File: config.mk
export PLATFORM = sky130hd
export DESIGN_NAME = tce_ctrl
export DESIGN_NICKNAME = d
export VERILOG_FILES = /design/src/rtl/tce_pkg.sv /design/src/rtl/tce_ctrl.sv
export VERILOG_INCLUDE_DIRS = /design/src /design/src/rtl
export SDC_FILE = /design/constraint.sdc
export NUM_CORES = 1
export LEC_CHECK = 0
export BUFFER_PORTS_ARGS = -buffer_cell sky130_fd_sc_hd__buf_2
export CAP_MARGIN = 40
export CORE_AREA = 2 2 39 41
export CTS_CLUSTER_SIZE = 24
export DETAILED_ROUTE_END_ITERATION = 7
export DIE_AREA = 0 0 41 43
export PLACE_DENSITY_LB_ADDON = 0.08
export SETUP_SLACK_MARGIN = 0.4
export SYNTH_ARGS = -nofsm -noshare
export SYNTH_HDL_FRONTEND = slang
export SYNTH_SLANG_ARGS = --single-unit
File: constraint.sdc
create_clock -name clk -period 1.6 [get_ports clk]
set_clock_uncertainty 0.2 [all_clocks]
set_input_delay 0.08 -clock clk [delete_from_list [all_inputs] [get_ports clk]]
set_output_delay 0.08 -clock clk [all_outputs]
set_load 0.02 [all_outputs]
File: src/rtl/text_console_engine_assert.svh
// Assertion macros for the text console engine
`ifndef TEXT_CONSOLE_ENGINE_ASSERT_SVH
`define TEXT_CONSOLE_ENGINE_ASSERT_SVH
`ifndef NO_ASSERTIONS
`define TCE_ASSERT_IMP(name, ante, cons) \
  name: assert property (@(posedge clk) disable iff (!rst_n) (ante) |-> (cons)) \
    else $error("tce assertion failed");
`define TCE_ASSERT_NXT(name, ante, cons) \
  name: assert property (@(posedge clk) disable iff (!rst_n) (ante) |=> (cons)) \
    else $error("tce assertion failed");
`else
`define TCE_ASSERT_IMP(name, ante, cons)
`define TCE_ASSERT_NXT(name, ante, cons)
`endif
`endif

File: src/rtl/tce_pkg.sv
// Shared types and constants for the text console engine
`timescale 1ns / 1ps
package tce_pkg;

  localparam int MAX_COLUMNS = 80;
  localparam int MAX_ROWS    = 25;
  localparam int CELL_COUNT  = MAX_COLUMNS * MAX_ROWS;

  localparam int ADDR_W = 11;
  localparam int COL_W  = 7;
  localparam int ROW_W  = 5;
  localparam int CELL_W = 16;
  localparam int ATTR_W = 8;
  localparam int CHAR_W = 8;
  localparam int REQ_W  = 2;
  localparam int CFG_IDX_W  = 2;
  localparam int CFG_DATA_W = 8;

  localparam logic [REQ_W-1:0] REQ_PUT   = 2'd0;
  localparam logic [REQ_W-1:0] REQ_CLEAR = 2'd1;
  localparam logic [REQ_W-1:0] REQ_READ  = 2'd2;

  localparam logic [CHAR_W-1:0] CH_NEWLINE   = 8'h0A;
  localparam logic [CHAR_W-1:0] CH_RETURN    = 8'h0D;
  localparam logic [CHAR_W-1:0] CH_BACKSPACE = 8'h08;
  localparam logic [CHAR_W-1:0] CH_SPACE     = 8'h20;

  localparam logic [CFG_IDX_W-1:0] CFG_ATTR = 2'd0;
  localparam logic [CFG_IDX_W-1:0] CFG_COLS = 2'd1;
  localparam logic [CFG_IDX_W-1:0] CFG_ROWS = 2'd2;

  localparam logic [ATTR_W-1:0] RESET_ATTR = 8'h0F;
  localparam logic [COL_W-1:0]  RESET_COLS = 7'd80;
  localparam logic [ROW_W-1:0]  RESET_ROWS = 5'd25;
  localparam logic [CELL_W-1:0] RESET_CELL = {RESET_ATTR, CH_SPACE};

  typedef struct packed {
    logic [REQ_W-1:0]  req_type;
    logic [CHAR_W-1:0] char_code;
    logic [ADDR_W-1:0] cell_index;
  } tce_in_t;

  typedef struct packed {
    logic [ADDR_W-1:0] cursor_position;
    logic [ROW_W-1:0]  cursor_row_out;
    logic [COL_W-1:0]  cursor_column_out;
    logic              did_scroll;
    logic [CELL_W-1:0] read_cell_value;
  } tce_out_t;

  typedef struct packed {
    logic capture;
    logic exec;
    logic sweep_en;
    logic load_out;
  } tce_cmd_t;

  typedef struct packed {
    logic need_sweep;
    logic sweep_last;
  } tce_status_t;

endpackage

File: src/rtl/tce_ctrl.sv
// Controller state machine for the text console engine
`timescale 1ns / 1ps
`include "text_console_engine_assert.svh"
module tce_ctrl (
  input  logic                  clk,
  input  logic                  rst_n,
  input  logic                  in_valid,
  output logic                  in_ready,
  output logic                  out_valid,
  input  logic                  out_ready,
  output tce_pkg::tce_cmd_t     cmd,
  input  tce_pkg::tce_status_t  status
);
  import tce_pkg::*;

  localparam logic [2:0] S_INIT   = 3'd0;
  localparam logic [2:0] S_IDLE   = 3'd1;
  localparam logic [2:0] S_EXEC   = 3'd2;
  localparam logic [2:0] S_SWEEP  = 3'd3;
  localparam logic [2:0] S_FINISH = 3'd4;

  logic [2:0] state_r, state_nxt;
  logic       out_valid_r, out_valid_nxt;
  logic       out_free;

  always_comb begin
    out_free  = !out_valid_r || out_ready;
    state_nxt = state_r;
    in_ready  = 1'b0;
    cmd       = '0;
    case (state_r)
      S_INIT: begin
        cmd.sweep_en = 1'b1;
        if (status.sweep_last) begin
          state_nxt = S_IDLE;
        end
      end
      S_IDLE: begin
        in_ready = 1'b1;
        if (in_valid) begin
          cmd.capture = 1'b1;
          state_nxt   = S_EXEC;
        end
      end
      S_EXEC: begin
        cmd.exec  = 1'b1;
        state_nxt = status.need_sweep ? S_SWEEP : S_FINISH;
      end
      S_SWEEP: begin
        cmd.sweep_en = 1'b1;
        if (status.sweep_last) begin
          state_nxt = S_FINISH;
        end
      end
      S_FINISH: begin
        if (out_free) begin
          cmd.load_out = 1'b1;
          in_ready     = 1'b1;
          if (in_valid) begin
            cmd.capture = 1'b1;
            state_nxt   = S_EXEC;
          end else begin
            state_nxt = S_IDLE;
          end
        end
      end
      default: begin
        state_nxt = S_IDLE;
      end
    endcase
    out_valid_nxt = cmd.load_out ? 1'b1 : (out_ready ? 1'b0 : out_valid_r);
  end

  always_ff @(posedge clk) begin
    if (!rst_n) begin
      state_r     <= S_INIT;
      out_valid_r <= 1'b0;
    end else begin
      state_r     <= state_nxt;
      out_valid_r <= out_valid_nxt;
    end
  end

  assign out_valid = out_valid_r;

  `TCE_ASSERT_IMP(a_no_accept_in_init, state_r == S_INIT, !in_ready)
  `TCE_ASSERT_IMP(a_load_when_free, cmd.load_out, !out_valid_r || out_ready)
  `TCE_ASSERT_NXT(a_exec_to_finish, state_r == S_EXEC && !status.need_sweep, state_r == S_FINISH)

endmodule

# Word level (Yosys, flattened, before mapping)
# Index checks and enable logic that the tools add are counted.
dict set report word_totals {
  reg_bits 4
  inputBits 6
  out_inout_bits 6
}
dict set report op_classes {
  eq_ne 8
  mux 17
  reduce_logical 6
}
# op n
set op_table {}
lappend op_table {{$mux W3} 5}
lappend op_table {{$pmux W3 S5} 1}
lappend op_table {{$mux W1} 8}
lappend op_table {{$ne A2 B2 Y1 const B} 4}
lappend op_table {{$eq A3 B2 Y1 const B} 2}
lappend op_table {{$pmux W1 S2} 2}
lappend op_table {{$reduce_and A4 Y1} 1}
lappend op_table {{$eq A3 B1 Y1 const B} 1}
lappend op_table {{$eq A3 B3 Y1 const B} 1}
lappend op_table {{$logic_not A3 Y1} 1}
lappend op_table {{$mux W2} 1}
lappend op_table {{$reduce_bool A2 Y1} 1}
lappend op_table {{$reduce_or A2 Y1} 1}
lappend op_table {{$logic_not A1 Y1} 1}
lappend op_table {{$logic_or A1 B1 Y1} 1}

# Depth between registers and ports, before layout
dict set report logic_depth {
  word_depth 5
  ltp_mapped 5
  mapped_depth_nobuf 4
}

# Worst setup path before layout
# OpenSTA, ideal clock, no wires.
dict set report synth_timing {
  path_type {register -> register}
  from {register state_r[0]}
  to {register state_r[1]}
  arrival_ns 1.237
  t_required_ns 1.285
  setup_slack_ns 0.047
  path_stages_with_launch 6
  period_less_slack_ns 1.553
  path_cell_list {dfxtp_1 buf_6 xor2_2 nor2_1 a22oi_1 and3_1}
}
dict set report synth_between {
  elab_chain_cells 3
}
# element line_no
set synth_lines {}
lappend synth_lines {{start: declaration} tce_ctrl.sv:22} ;# logic [2:0] state_r, state_nxt;
lappend synth_lines {{start signal: assignment} tce_ctrl.sv:79} ;# state_r <= state_nxt;
lappend synth_lines {{$eq A3 B3 Y1 (tied with other cells)} tce_ctrl.sv:31} ;# case (state_r)
lappend synth_lines {{$ne A2 B2 Y1 (no source line)} --}
lappend synth_lines {{$reduce_and A4 Y1 (no source line)} --}
# Several ways; a longest one is shown, not always the timed one.
# A chain may end at the register's enable or synchronous reset.

==> impl_metrics.tcl <==
set metrics [dict create \
    vias 369 \
    die_h_um 43 \
    grt_pass1_wl_um 1550 \
    p_seq_frac 0.164 \
    setup_viol 0 \
    viasPerCell 4.73 \
    firstDrtPassIters 2 \
    fin_setup_tns_ns 0 \
    final_nets 70 \
    worst_pin_slew_ns 0.237 \
    drc 0 \
    cts_buffer_depth 2 \
    power.leakage_nw 0.271 \
    numCtsBuffers 3 \
    clk_latency_ns 0.24 \
    first_global_vias 359 \
    avgSynthCellArea_um2 8.88 \
    yosys.area.top_type "dfxtp_1" \
    fin_crit_ns 1.52 \
    gp_congestion 0.719 \
    die-area_mm2 0.00176 \
    synth_seq_cells 4 \
    synth_nets 48 \
    area_delta_synth_final_pct 68.5 \
    ioPinCount 12 \
    grtUsageTotal 0.145 \
    ys_seq_area_frac 0.215 \
    yosys_warnings 0 \
    antenna_found_initial 0 \
    ir_drop_uv 911 \
    netSwitchingPower_w 0.000529 \
    final_cell_mix "buf_4, buf_2, buf_6" \
    start_util 0.269 \
    syn_inst 42 \
    outcome "finished, final reports clean" \
    grt_max_degree 8 \
    ctsRootBufferMaster "clkbuf_4" \
    detailed_place_hpwl_um 750 \
    core_area_mm2 0.00138 \
    place_area_um2 464 \
    wl_um 1100 \
    final_common_cell "buf_4" \
    htree_levels 1 \
    finalCritPeriodShare 0.951 \
    rsz0062_at_grt "yes" \
    num_rows 14 \
    wl_per_cell_um 14.1 \
    cts_tree "done" \
    n_antenna_cell 0 \
    postRouteAntennaNets 0 \
    max-slew-margin-rel 0.842 \
    criticalPathCategory "register to primary output" \
    hold_class "input pin to register" \
    die_x_um 41 \
    p_clk_frac 0.109 \
    synth.cell_area_um2 373 \
    crit_required_ns 1.32 \
    synth_top_area_share 0.215 \
    slew_viol_final 0 \
    cp.arrival_ns 1.24 \
    end_kind "primary output" \
    drv_cap 0 \
    combPwrFrac 0.727 \
    start_kind "register" \
    io_buffer_count 11 \
    power-per-cell-area_mw_per_mm2 1910 \
    internal-power_w 0.000669 \
    clk_pin_slew_ns 0.04 \
    drt_iter0_drc 2 \
    crit_path_max_fanout 3 \
    max_freq_ghz 0.657 \
    finalInstanceArea_um2 628 \
    synth_cell_types 24 \
    drive_above_1_share 0.758 \
    synth_top_cells_by_area "dfxtp_1, nand2b_4, buf_6" \
    hold_viol 0 \
    p_sw_frac 0.441 \
    cts.sinks 4 \
    grt-ovfl-total 0 \
]
## metrics by stage
stage | instances | total power [W] | setup slack (ns) | utilization | hold WS, ns
finish | 78 | 0.00120 | 0.0783 | 0.454 | 0.0887
global route | 78 | 0.00127 | 0.0120 | 0.454 | 0.102
CTS | 74 | 0.00107 | 0.0512 | 0.395 | 0.0698
detailed placement | 69 | 0.000803 | 0.0975 | 0.335 | 0.152
global placement | 69 | 0.000789 | 0.152 | 0.335 | 0.146
floorplan | 42 | 0.000679 | 0.192 | - | -0.00231
## kinds of logic (layout without fill, tap and decap cells)
| kind of cell | Yosys count | in the layout | share of synthesized area |
|---|---|---|---|
| simple gates | 19 | 19 | 0.339 |
| compound gates | 11 | 11 | 0.255 |
| buf+inv | 6 | 26 | 0.121 |
| flops | 4 | 4 | 0.215 |
| xor+xnor | 1 | 1 | 0.0436 |
| mux | 1 | 1 | 0.0268 |
## flip-flops by register name, summed over array words and instances, names as in the netlist
name and flops:
out_valid 1, state_r 3
## power by group through the flow
| stage | Clock, W | Combinational (W) | Sequential (W) |
|---|---|---|---|
| global route | 0.000151 | 0.000921 | 0.000203 |
| finish | 0.000130 | 0.000871 | 0.000197 |
| detailed placement | 0 | 0.000608 | 0.000195 |
| CTS | 0.000138 | 0.000734 | 0.000195 |
| global placement | 0 | 0.000599 | 0.000190 |
| floorplan | 0 | 0.000533 | 0.000145 |
## synthesized netlist by cell type (all sizes together)
library cell	count
a21oi	4
nor2	4
dfxtp	4
xor2	1
mux2i	1
a221oi	1
inv	2
nand2b	4
a22oi	1
nor2b	1
o21ai	2
o21a	1
nand3b	1
and3	2
o211ai	1
buf	4
nor3	3
and2	2
o22ai	1
nand2	2
## final timing paths
kind / start / end / slack (ns) / depth (start not counted)
setup / recovery: state_r[0] / cmd[3] / 0.08 / 5
setup reg to reg: state_r[0] / state_r[1] / 0.15 / 6
hold / removal: status[0] / state_r[0] / 0.09 / 4
hold reg to reg: out_valid / out_valid / 0.46 / 3
## area by class of cell
| cell class | count | area, um2 |
|---|---|---|
| Clock buffer | 3 | 22.5 |
| Timing Repair Buffer | 21 | 165 |
| Multi-Input combinational cell | 32 | 323 |
| Inverter | 2 | 7.51 |
| Tap cell | 16 | 20.0 |
| Sequential cell | 4 | 90.1 |
| Fill cell | 151 | 756 |
## routing by layer
metal / vias to the layer above / GRT usage / share of wire
met4: 0 / 0.100 / 0.019
li1: 183 / - / -
met2: 12 / 0.206 / 0.54
met3: 2 / 0.0785 / 0.055
met1: 172 / 0.154 / 0.38
met5: - / 0 / 0
## worst max-delay path, cell delays in order, from the launching register on
cell	delay, ns
dfxtp_4	0.34
nand2b_4	0.14
nand2b_4	0.15
a21oi_4	0.12
and2_4	0.15
buf_6	0.10
## timing repair
item                                   4_1_cts  5_1_grt
hold buffers                                 1        0
pin swaps                                    2        7
gates resized for setup                     13       13
cloned                                       0        0
buffers inserted                             1        4
endpoints found under the hold margin        4        0
setup endpoints to repair                    9        8
Power figures use the tool's default switching activity.
